$ cat src/rtl/core/seven_segment_scan_driver_assert.svh
// ----------------------------------------------------------------------------
// seven_segment_scan_driver assertion macros
// concurrent assertion wrappers clocked on clk_i; SSSD_ASSERT is disabled while rst_ni is low
// ----------------------------------------------------------------------------
`ifndef SEVEN_SEGMENT_SCAN_DRIVER_ASSERT_SVH
`define SEVEN_SEGMENT_SCAN_DRIVER_ASSERT_SVH

// property checked only outside reset
`define SSSD_ASSERT(lbl, prop, msg) \
  lbl: assert property (@(posedge clk_i) disable iff (!rst_ni) prop) else $error(msg);

// property checked on every edge, reset included
`define SSSD_ASSERT_ALWAYS(lbl, prop, msg) \
  lbl: assert property (@(posedge clk_i) prop) else $error(msg);

`endif

$ cat src/rtl/core/sssd_pkg.sv
// ----------------------------------------------------------------------------
// sssd_pkg
// shared constants, types and segment lookup for the scan driver
// ----------------------------------------------------------------------------
package sssd_pkg;

  localparam int unsigned NumDigitsDefault = 6;
  localparam int unsigned CodeDigits       = 6;
  localparam int unsigned ValueWidth       = 24;
  localparam int unsigned BinBits          = 20;
  localparam int unsigned StepWidth        = 5;

  localparam logic [ValueWidth-1:0] DecMax    = 24'd999999;
  localparam logic [3:0]            CodeBlank = 4'd10;
  localparam logic [3:0]            CodeMaxDec = 4'd9;
  localparam logic [7:0]            SegBlank  = 8'hFF;

  typedef struct packed {
    logic load;
    logic step;
    logic commit;
    logic emit;
  } cmd_t;

  typedef struct packed {
    logic changed;
    logic bcd_mode;
  } status_t;

  // active-low segment patterns, codes above 9 blank
  function automatic logic [7:0] seg_lut(input logic [3:0] code);
    logic [7:0] seg;
    case (code)
      4'd0:    seg = 8'hC0;
      4'd1:    seg = 8'hF9;
      4'd2:    seg = 8'hA4;
      4'd3:    seg = 8'hB0;
      4'd4:    seg = 8'h99;
      4'd5:    seg = 8'h92;
      4'd6:    seg = 8'h82;
      4'd7:    seg = 8'hF8;
      4'd8:    seg = 8'h80;
      4'd9:    seg = 8'h90;
      default: seg = SegBlank;
    endcase
    return seg;
  endfunction

endpackage

$ cat src/rtl/core/sssd_datapath.sv
// ----------------------------------------------------------------------------
// sssd_datapath
// value cache, shift-add-3 converter, digit code store, scan output register
// ----------------------------------------------------------------------------
module sssd_datapath #(
  parameter int unsigned NUM_DIGITS = sssd_pkg::NumDigitsDefault
) (
  input  logic                            clk_i,
  input  logic                            rst_ni,
  input  logic [sssd_pkg::ValueWidth-1:0] value_i,
  input  logic                            cfg_we_i,
  input  logic                            cfg_data_i,
  input  sssd_pkg::cmd_t                  cmd_i,
  output sssd_pkg::status_t               sts_o,
  output logic [7:0]                      digit_enable_o,
  output logic [7:0]                      segments_o,
  output logic [2:0]                      digit_position_o
);
  import sssd_pkg::*;

  localparam logic [2:0] LastPos  = 3'(NUM_DIGITS - 1);
  localparam logic [2:0] PosLimit = 3'(CodeDigits);

  logic [ValueWidth-1:0] cached_q;
  logic                  bcd_mode_q;
  logic [3:0]            digits_q [CodeDigits];
  logic [2:0]            scan_q;
  logic [BinBits-1:0]    shift_q;
  logic [ValueWidth-1:0] acc_q;
  logic [7:0]            digit_enable_q;
  logic [7:0]            segments_q;
  logic [2:0]            digit_position_q;

  logic [ValueWidth-1:0] sat_value;
  logic [ValueWidth-1:0] acc_adj;
  logic [ValueWidth-1:0] acc_step;
  logic [3:0]            bcd_codes [CodeDigits];
  logic [3:0]            dec_codes [CodeDigits];
  logic [7:0]            en_next;
  logic [7:0]            seg_next;
  logic [2:0]            scan_next;

  assign sts_o.changed  = (value_i != cached_q);
  assign sts_o.bcd_mode = bcd_mode_q;

  assign sat_value = (value_i > DecMax) ? DecMax : value_i;

  // one double-dabble step: fix each bcd digit then shift in the next bit
  always_comb begin
    for (int i = 0; i < CodeDigits; i++) begin
      if (acc_q[4*i +: 4] > 4'd4) begin
        acc_adj[4*i +: 4] = acc_q[4*i +: 4] + 4'd3;
      end else begin
        acc_adj[4*i +: 4] = acc_q[4*i +: 4];
      end
    end
    acc_step = {acc_adj[ValueWidth-2:0], shift_q[BinBits-1]};
  end

  // packed nibbles, leftmost digit in the top nibble
  always_comb begin
    for (int i = 0; i < CodeDigits; i++) begin
      bcd_codes[i] = value_i[ValueWidth-1-4*i -: 4];
      if (bcd_codes[i] > CodeMaxDec) begin
        bcd_codes[i] = CodeBlank;
      end
    end
  end

  // leading zero blanking on the converted decimal digits
  always_comb begin
    logic lead;
    lead = 1'b1;
    for (int i = 0; i < CodeDigits; i++) begin
      dec_codes[i] = acc_q[ValueWidth-1-4*i -: 4];
      if (lead && (dec_codes[i] == 4'd0)) begin
        dec_codes[i] = CodeBlank;
      end else begin
        lead = 1'b0;
      end
    end
  end

  always_comb begin
    en_next  = 8'h00;
    seg_next = SegBlank;
    if (scan_q < PosLimit) begin
      en_next  = 8'b0000_0100 << scan_q;
      seg_next = seg_lut(digits_q[scan_q]);
    end
    scan_next = (scan_q == LastPos) ? 3'd0 : scan_q + 3'd1;
  end

  always_ff @(posedge clk_i or negedge rst_ni) begin
    if (!rst_ni) begin
      cached_q   <= '0;
      bcd_mode_q <= 1'b0;
      scan_q     <= 3'd0;
      for (int i = 0; i < CodeDigits; i++) begin
        digits_q[i] <= 4'd0;
      end
    end else begin
      if (cfg_we_i) begin
        bcd_mode_q <= cfg_data_i;
      end
      if (cmd_i.load && sts_o.changed) begin
        cached_q <= value_i;
        if (bcd_mode_q) begin
          for (int i = 0; i < CodeDigits; i++) begin
            digits_q[i] <= bcd_codes[i];
          end
        end
      end
      if (cmd_i.commit) begin
        for (int i = 0; i < CodeDigits; i++) begin
          digits_q[i] <= dec_codes[i];
        end
      end
      if (cmd_i.emit) begin
        scan_q <= scan_next;
      end
    end
  end

  always_ff @(posedge clk_i) begin
    if (cmd_i.load) begin
      shift_q <= sat_value[BinBits-1:0];
      acc_q   <= '0;
    end else if (cmd_i.step) begin
      shift_q <= {shift_q[BinBits-2:0], 1'b0};
      acc_q   <= acc_step;
    end
    if (cmd_i.emit) begin
      digit_enable_q   <= en_next;
      segments_q       <= seg_next;
      digit_position_q <= scan_q;
    end
  end

  assign digit_enable_o   = digit_enable_q;
  assign segments_o       = segments_q;
  assign digit_position_o = digit_position_q;

endmodule

$ cat src/rtl/core/sssd_ctrl.sv
// ----------------------------------------------------------------------------
// sssd_ctrl
// sequencer: accept, convert and commit digit codes for a changed binary value, emit one result item
// ----------------------------------------------------------------------------
`include "seven_segment_scan_driver_assert.svh"

module sssd_ctrl (
  input  logic              clk_i,
  input  logic              rst_ni,
  input  logic              in_valid_i,
  output logic              in_ready_o,
  output logic              out_valid_o,
  input  logic              out_ready_i,
  input  sssd_pkg::status_t sts_i,
  output sssd_pkg::cmd_t    cmd_o
);
  import sssd_pkg::*;

  typedef enum logic [3:0] {
    StIdle   = 4'b0001,
    StConv   = 4'b0010,
    StCommit = 4'b0100,
    StEmit   = 4'b1000
  } state_e;

  localparam logic [StepWidth-1:0] LastStep = StepWidth'(BinBits - 1);

  state_e               state_q, state_d;
  logic [StepWidth-1:0] cnt_q, cnt_d;
  logic                 out_valid_q, out_valid_d;
  logic                 accept;
  logic                 emit;

  assign in_ready_o = (state_q == StIdle);
  assign accept     = in_valid_i && in_ready_o;
  assign emit       = (state_q == StEmit) && (!out_valid_q || out_ready_i);

  assign cmd_o.load   = accept;
  assign cmd_o.step   = (state_q == StConv);
  assign cmd_o.commit = (state_q == StCommit);
  assign cmd_o.emit   = emit;

  always_comb begin
    state_d = state_q;
    cnt_d   = cnt_q;
    case (state_q)
      StIdle: begin
        cnt_d = '0;
        if (accept) begin
          // changed binary values need the iterative conversion
          if (sts_i.changed && !sts_i.bcd_mode) begin
            state_d = StConv;
          end else begin
            state_d = StEmit;
          end
        end
      end
      StConv: begin
        cnt_d = cnt_q + StepWidth'(1);
        if (cnt_q == LastStep) begin
          state_d = StCommit;
        end
      end
      StCommit: begin
        state_d = StEmit;
      end
      StEmit: begin
        if (emit) begin
          state_d = StIdle;
        end
      end
      default: begin
        state_d = StIdle;
      end
    endcase
  end

  always_comb begin
    out_valid_d = out_valid_q;
    if (emit) begin
      out_valid_d = 1'b1;
    end else if (out_ready_i) begin
      out_valid_d = 1'b0;
    end
  end

  always_ff @(posedge clk_i or negedge rst_ni) begin
    if (!rst_ni) begin
      state_q     <= StIdle;
      cnt_q       <= '0;
      out_valid_q <= 1'b0;
    end else begin
      state_q     <= state_d;
      cnt_q       <= cnt_d;
      out_valid_q <= out_valid_d;
    end
  end

  assign out_valid_o = out_valid_q;

  `SSSD_ASSERT(a_rise_after_emit, $rose(out_valid_o) |-> $past(state_q == StEmit), "item shown without emit")
  `SSSD_ASSERT(a_conv_bound, (state_q == StConv) |-> (cnt_q <= LastStep), "conversion overran")
  `SSSD_ASSERT(a_bin_change_converts, (accept && sts_i.changed && !sts_i.bcd_mode) |=> (state_q == StConv), "changed binary value skipped conversion")
  `SSSD_ASSERT(a_commit_after_conv, (state_q == StCommit) |-> $past(state_q == StConv), "commit without conversion")

endmodule

$ cat src/rtl/core/seven_segment_scan_driver.sv
// ----------------------------------------------------------------------------
// seven_segment_scan_driver
// six digit multiplexed seven-segment scan driver, binary or packed bcd input
// flow: an unchanged value or one in bcd mode goes from accept to emit; a
//   changed binary value first takes the conversion and commit states
// one item at a time: a new item is accepted only in idle; conversion is load,
//   20 shift-add-3 steps over the 20-bit saturated value and the commit
// reset: asynchronous, clears cached value, digit codes, scan position and mode
// ----------------------------------------------------------------------------
module seven_segment_scan_driver #(
  parameter int unsigned NUM_DIGITS = sssd_pkg::NumDigitsDefault
) (
  input  logic                            clk_i,
  input  logic                            rst_ni,
  input  logic                            cfg_valid_i,
  output logic                            cfg_ready_o,
  input  logic                            cfg_data_i,
  input  logic                            in_valid_i,
  output logic                            in_ready_o,
  input  logic [sssd_pkg::ValueWidth-1:0] value_i,
  output logic                            out_valid_o,
  input  logic                            out_ready_i,
  output logic [7:0]                      digit_enable_o,
  output logic [7:0]                      segments_o,
  output logic [2:0]                      digit_position_o
);
  import sssd_pkg::*;

  cmd_t    cmd;
  status_t sts;

  // mode register always takes a write
  assign cfg_ready_o = 1'b1;

  sssd_ctrl u_ctrl (
    .clk_i       (clk_i),
    .rst_ni      (rst_ni),
    .in_valid_i  (in_valid_i),
    .in_ready_o  (in_ready_o),
    .out_valid_o (out_valid_o),
    .out_ready_i (out_ready_i),
    .sts_i       (sts),
    .cmd_o       (cmd)
  );

  sssd_datapath #(
    .NUM_DIGITS (NUM_DIGITS)
  ) u_datapath (
    .clk_i            (clk_i),
    .rst_ni           (rst_ni),
    .value_i          (value_i),
    .cfg_we_i         (cfg_valid_i && cfg_ready_o),
    .cfg_data_i       (cfg_data_i),
    .cmd_i            (cmd),
    .sts_o            (sts),
    .digit_enable_o   (digit_enable_o),
    .segments_o       (segments_o),
    .digit_position_o (digit_position_o)
  );

endmodule
$ cat config.mk
export PLATFORM = sky130hd
export DESIGN_NAME = seven_segment_scan_driver
export DESIGN_NICKNAME = d
export VERILOG_FILES = /design/src/rtl/core/sssd_pkg.sv /design/src/rtl/core/sssd_datapath.sv /design/src/rtl/core/sssd_ctrl.sv /design/src/rtl/core/seven_segment_scan_driver.sv
export VERILOG_INCLUDE_DIRS = /design/src /design/src/rtl/core
export SDC_FILE = /design/constraint.sdc
export NUM_CORES = 1
export LEC_CHECK = 0
export ABC_AREA = 1
export BUFFER_PORTS_ARGS = -buffer_cell sky130_fd_sc_hd__buf_4
export CAP_MARGIN = 20
export CORE_MARGIN = 5
export CORE_UTILIZATION = 50
export CTS_CLUSTER_DIAMETER = 40
export CTS_CLUSTER_SIZE = 24
export DETAILED_ROUTE_END_ITERATION = 6
export GPL_ROUTABILITY_DRIVEN = 0
export PLACE_DENSITY = 0.71
export SKIP_CTS_REPAIR_TIMING = 1
export SLEW_MARGIN = 40
export SYNTH_ARGS = -nofsm -noshare
export SYNTH_HDL_FRONTEND = slang
export SYNTH_SLANG_ARGS = --single-unit
$ cat constraint.sdc
create_clock -name clk_i -period 1.85 [get_ports clk_i]
set_input_delay 0.185 -clock clk_i [delete_from_list [all_inputs] [get_ports clk_i]]
set_output_delay 0.185 -clock clk_i [all_outputs]
set_load 0.02 [all_outputs]
---- Word level (Yosys, flattened, before mapping) ----
Memories as Yosys holds them, arrays and structs flattened. A register that Yosys moved wholly into a read port is not among the register bits.
Index checks and enable logic that the tools add are counted.
operators by class
  eq/ne operators ......................... 10
  div/mod/pow operators ................... 0
  $mul .................................... 0
  muxes and demuxes ....................... 41
  reduce and logical (&&, ||, !) cells .... 26
  order comparisons ....................... 15
  $add $sub $neg .......................... 8
  shift-type cells ........................ 1
  bitwise gates (word level) .............. 1
operators by type and width
  cell                                                             count
  two-way mux 4 bit                                                23
  two-way mux 24 bit                                               3
  two-way mux 20 bit                                               3
  greater-than comparator 24 x 20 -> 1 bit, second input constant  1
  greater-than comparator 4 x 3 -> 1 bit, second input constant    6
  greater-than comparator 4 bit, second input constant             6
  zero test 4 bit                                                  6
  != test 24 bit                                                   1
  adder 4 x 2 -> 4 bit, second input constant                      5
  case mux 4 bit (4 select lines)                                  1
  binary-select mux 4 bit (select 3 bit)                           1
  case mux 5 bit (2 select lines)                                  1
  nonzero test 2 bit                                               5
  logical AND 1 bit                                                9
  << shifter 3 x 3 -> 8 bit, first input constant                  1
  two-way mux 1 bit                                                7
  two-way mux 3 bit                                                2
  adder 5 x 1 -> 5 bit, second input constant                      1
  == test 5 bit, second input constant                             1
  == test 4 x 1 -> 1 bit, second input constant                    1
  == test 4 x 2 -> 1 bit, second input constant                    1
  == test 4 x 3 -> 1 bit, second input constant                    1
  == test 4 bit, second input constant                             1
  greater-or-equal comparator 4 bit, second input constant         1
  other kinds (11)                                                 14
word-level totals
  word-level logic and storage cells ...... 120
  memory bits (writable) .................. 0
  memory bits (read-only) ................. 112
  latch bits .............................. 0
  input port bits ......................... 30
  output and inout bits ................... 22
  bits in registers ....................... 125
  memories ................................ 1
memory list
  memory           depth  bits a word  rd ports  clocked after memory_dff  wr ports  RTL line        RTL
  (no name shown)  16     7            1         1                         0         sssd_pkg.sv:33  case (code)

---- Longest topological paths before layout ----
  word-level depth ........................ 13
  mapped depth ............................ 13
  mapped depth without buffers ............ 13

---- By module ----
Synthesis repeated with hierarchy kept, for this count alone.
unflattened totals
  cell total of the unflattened synthesis .. 847
  area total of the unflattened synthesis .. 6,736.5 um^2
by module, submodules not included
  module                     instances  area each (um^2)  cells each
  sssd_datapath              1          6,144.6           773
  sssd_ctrl                  1          580.6             72
  seven_segment_scan_driver  1          11.3              2

---- Worst setup path before layout ----
OpenSTA, ideal clock, no wires.
  path kind ............................... register to register
  from .................................... reg u_ctrl.state_q[0]
  to ...................................... reg u_datapath.shift_q[0], enable pin
  path slack .............................. -0.160 ns
  setup time .............................. 0.357 ns
  buffers on the path ..................... 1
  cell stages (with the launch flop) ...... 6
  data arrival time ....................... 1.653 ns
  period minus slack after synthesis ...... 2.010 ns
  data required time ...................... 1.493 ns
  cell sequence ........................... dfstp_2 inv_1 nor4_4 nand2_2 nand2_1 buf_2
on the way
  longest elaborated chain between the ends .. 3
ends and longest elaborated chain
  item                                 RTL line                         RTL
  start: declaration                   sssd_ctrl.sv:28                  state_e state_q, state_d;
  start signal: assignment             sssd_ctrl.sv:89                  state_q <= StIdle;
  start signal: assignment             sssd_ctrl.sv:93                  state_q <= state_d;
  == test 4 x 1 -> 1 bit               sssd_ctrl.sv:34                  assign in_ready_o = (state_q == StIdle);
  named net in_ready_o                 seven_segment_scan_driver.sv:19  output logic in_ready_o,
  logical AND 1 bit                    sssd_ctrl.sv:35                  assign accept = in_valid_i && in_ready_o;
  nonzero test 2 bit (no source line)  -
  end signal: assignment               sssd_datapath.sv:127             shift_q <= sat_value[BinBits-1:0];
  end signal: assignment               sssd_datapath.sv:130             shift_q <= {shift_q[BinBits-2:0], 1'b0};
  end: declaration                     sssd_datapath.sv:28              logic [BinBits-1:0] shift_q;
The timed path passes the listed nets, and every way through them passes these cells.
A chain may end at the register's enable or synchronous reset.

---- Worst setup path after layout ----
  from .................................... reg u_datapath.scan_q[1]
  to ...................................... reg u_datapath.segments_q[0], in the netlist u_datapath.segments_o[0], data pin
on the way
  longest elaborated chain between the ends .. 4
ends and longest elaborated chain
  item                                                  RTL line              RTL
  start: declaration                                    sssd_datapath.sv:27   logic [2:0] scan_q;
  start signal: assignment                              sssd_datapath.sv:120  scan_q <= scan_next;
  inverter 3 -> 4 bit (not written as such)             sssd_datapath.sv:89   seg_next = seg_lut(digits_q[scan_q]);
  binary-select mux 4 bit (select 3 bit)                sssd_datapath.sv:89
  two-way mux 4 bit (not written as such) (2 in a row)  sssd_datapath.sv:89
  end: declaration                                      sssd_datapath.sv:31   logic [7:0] segments_q;
Parallel ways exist; a longest one is shown, timed or not. The select of a mux whose other input is x is not followed.

==> flow_metrics.tcl <==
set metrics [dict create \
    status "complete, but fails checks" \
    violations "negative setup slack" \
    drtIter0Drc 525 \
    synth_top_family_by_area "simple AND/OR/NAND/NOR gates" \
    worstPathCellList "inv_4 > nand2_4 > inv_4 > a22oi_2 > a21oi_2 > nor2_4 > buf_4 > ha_2 > inv_2 > nand2_1 > nand3_2 > nand3_1" \
    drive_above_1_share_pct 19.5 \
    finalMaxSlewViolations 0 \
    whs_ns 0.0595 \
    p_leak_nw 3.96 \
    diodes 0 \
    arrival_ns 2.04 \
    critical_path.slowest_cell "dfrtp_2" \
    final_util_pct 62.9 \
    post-place-cells 1062 \
    p_total_mw 13.9 \
    fillCellCount 1097 \
    finalNonFillerCells 1108 \
    cp_common_cell "inv_4" \
    cts_tree "done" \
    placeableCoreArea_um2 13100 \
    synth_compound_area_share_pct 14.2 \
    synthSimpleGateAreaFrac_pct 24.0 \
    p_sw_share_pct 38.8 \
    drt_wl_total_mm 16.1 \
    cts_buffers 17 \
    cp-start-kind "register" \
    antenna_found_initial 0 \
    via_per_inst 5.24 \
    dr.pass1.iters 5 \
    row_count 42 \
    critPathMaxFanout 4 \
    initial_core_util_pct 50.3 \
    p_seq_share_pct 34.1 \
    area_growth_pct 25.1 \
    async_flop_share_pct 50.8 \
    syn_area_um2 6580 \
    synth_fa_ha_area_share_pct 2.85 \
    pin_count 52 \
    finalHoldViolCount 0 \
    grt_max_degree 53 \
    combPwrFrac_pct 41.9 \
    r2r_slack_ns -0.04 \
    ys_types 48 \
    h-tree-depth 4 \
    ys.flop_type "dfrtp_1" \
    p_per_area_nw_per_um2 1690 \
    crit_type "register to register" \
    numClockSinks 122 \
    netSwitchingPower_mw 5.40 \
    portBuffers 47 \
    dp_hpwl_mm 10.6 \
    syn_area_per_cell_um2 7.85 \
    fin_tns_setup_ns -0.0647 \
    clkTransAtPathRegs_ns 0.06 \
    holdPathEnd "u_ctrl.state_q[0]" \
    synth_edf_count 36 \
    skew_ns 0.00898 \
    fin_crit_sh_pct 102 \
    die_h_um 125 \
    worst_ep_required_time_ns 2.00 \
    critPathMaxStageDelay_ns 0.46 \
    setup_ws_ns -0.0390 \
    ys_seq_elements 122 \
    pwr-share-clk_pct 23.9 \
    setup_violations 2 \
    nets 964 \
    cts_buffer_depth 2 \
    rr_startpoint "u_datapath.scan_q[1]" \
    antenna_left 0 \
    drc 0 \
    rr_worst_depth 12 \
    fin_crit_ns 1.89 \
    yosysWarnings 0 \
    num_vias 5809 \
    whs_path_depth 4 \
    dieArea_um2 15600 \
    hp-class "primary input to register" \
    syn_inst 838 \
    synth_xor_area_share_pct 1.60 \
    die_x_um 125 \
    grt_pass1_wl_mm 25.3 \
    end_kind "register" \
    ir_drop_mv 0.869 \
    p_int_mw 8.51 \
    muxShareOfSynthArea_pct 0 \
    reg2reg_to "u_datapath.segments_o[0]" \
    fmax_ghz 0.529 \
    overflow 0 \
    grt.total_usage_pct 19.9 \
    drv_cap 0 \
    cts_root_buf "clkbuf_16" \
    grt_pass1_vias 5306 \
    clk_latency_ns 0.42 \
    rsz0062_at_grt "true" \
    wl_per_cell_um 14.5 \
    min_from "in_valid_i" \
    seq_area_frac_synth_pct 47.3 \
]
[worst max-delay path: cells and delay by family (launching register included)]
family / cells / cell delay (ns)
DFF: 1 / 0.46
buffers and inverters: 4 / 0.37
and+or+nand+nor: 5 / 0.36
AOI/OAI and AO/OA: 2 / 0.26
adders and majority gates: 1 / 0.16
[synth_stat cells, drive strengths merged (7+ instances only)]
cell	number	share of area (%)
a21oi	21	1.7
a22oi	9	1.0
a31oi	7	0.67
buf	23	2.5
clkbuf	10	0.57
dfrtp	61	23
dfxtp	24	7.3
edfxtp	36	16
ha	15	2.9
inv	119	6.8
nand2	242	14
nand3	63	5.1
nor2	57	3.4
nor3	10	0.76
o21ai	87	7.1
o22ai	12	1.1
xor2	12	1.6
[layer usage]
layer  up-vias  wire length, um  track usage [%]
met3        28              965             4.55
met1      2700             7000             26.6
met4         0              272             7.22
met5         -                0                0
met2       195             7840             31.7
li1       2886                -                -
[power groups by stage]
stage          registers, mW  clock network, mW  logic [mW]
6_report                4.75               3.33        5.83
5_1_grt                 4.85               3.50        6.55
3_5_place_dp            4.69                  0        5.11
2_1_floorplan           4.57                  0        3.71
4_1_cts                 4.66               3.37        5.16
3_3_place_gp            4.68                  0        5.00
[flip-flops by register name, indices dropped and copies added (netlist names)]
name and count:
u_ctrl.cnt_q 5, u_ctrl.out_valid_o 1, u_ctrl.state_q 4, u_datapath.acc_q 24
u_datapath.bcd_mode_q 1, u_datapath.cached_q 24, u_datapath.digit_enable_o 6, u_datapath.digit_position_o 3
u_datapath.digits_q 24, u_datapath.scan_q 3, u_datapath.segments_o 7, u_datapath.shift_q 20
[area by class of cell]
type	count	area (um^2)	share of cell area, %
well taps	176	220	2.68
multi-input cells	565	2970	36.1
flip-flops and latches	122	3120	37.9
clock inverters	10	114	1.38
repair buffers	93	861	10.5
clock buffers	22	485	5.90
inverters	120	463	5.63
[worst max path at each step]
stage          slack (ns)                        to            startpoint  cells after the start
5_1_grt             -0.16  u_datapath.segments_o[0]  u_datapath.scan_q[1]                     12
3_3_place_gp         0.04  u_datapath.segments_o[4]  u_datapath.scan_q[0]                     11
4_1_cts             -0.05  u_datapath.segments_o[4]  u_datapath.scan_q[0]                     11
6_report            -0.04  u_datapath.segments_o[0]  u_datapath.scan_q[1]                     12
3_5_place_dp        -0.01  u_datapath.segments_o[4]  u_datapath.scan_q[1]                     12
2_1_floorplan       0.009    u_datapath.shift_q[16]     u_ctrl.state_q[0]                      8
[through the flow]
step           cell area [um^2]  worst slack, ns
2_1_floorplan              6600          0.00903
3_5_place_dp               7310          -0.0105
6_report                   8230          -0.0390
3_3_place_gp               7310           0.0405
4_1_cts                    7910          -0.0542
5_1_grt                    8230           -0.165
[cells in the final DEF (no fill, tap or decap), types with 13 or more instances in the layout]
| cell | instances |
|---|---|
| nor2_1 | 49 |
| o21ai_1 | 14 |
| dfrtp_1 | 59 |
| nand2_1 | 231 |
| dfxtp_1 | 24 |
| clkbuf_16 | 21 |
| inv_1 | 106 |
| ha_1 | 13 |
| edfxtp_1 | 36 |
| buf_4 | 78 |
| a21oi_1 | 18 |
| nand3_1 | 55 |
| o21ai_0 | 66 |
[cells by family after synthesis]
kind of cell    count (synthesis)
compound gates                157
fa+ha+maj                      15
simple gates                  377
buf+inv                       153
xor+xnor                       12
flops                         122
other cells                     2
Power figures use the tool's default switching activity.
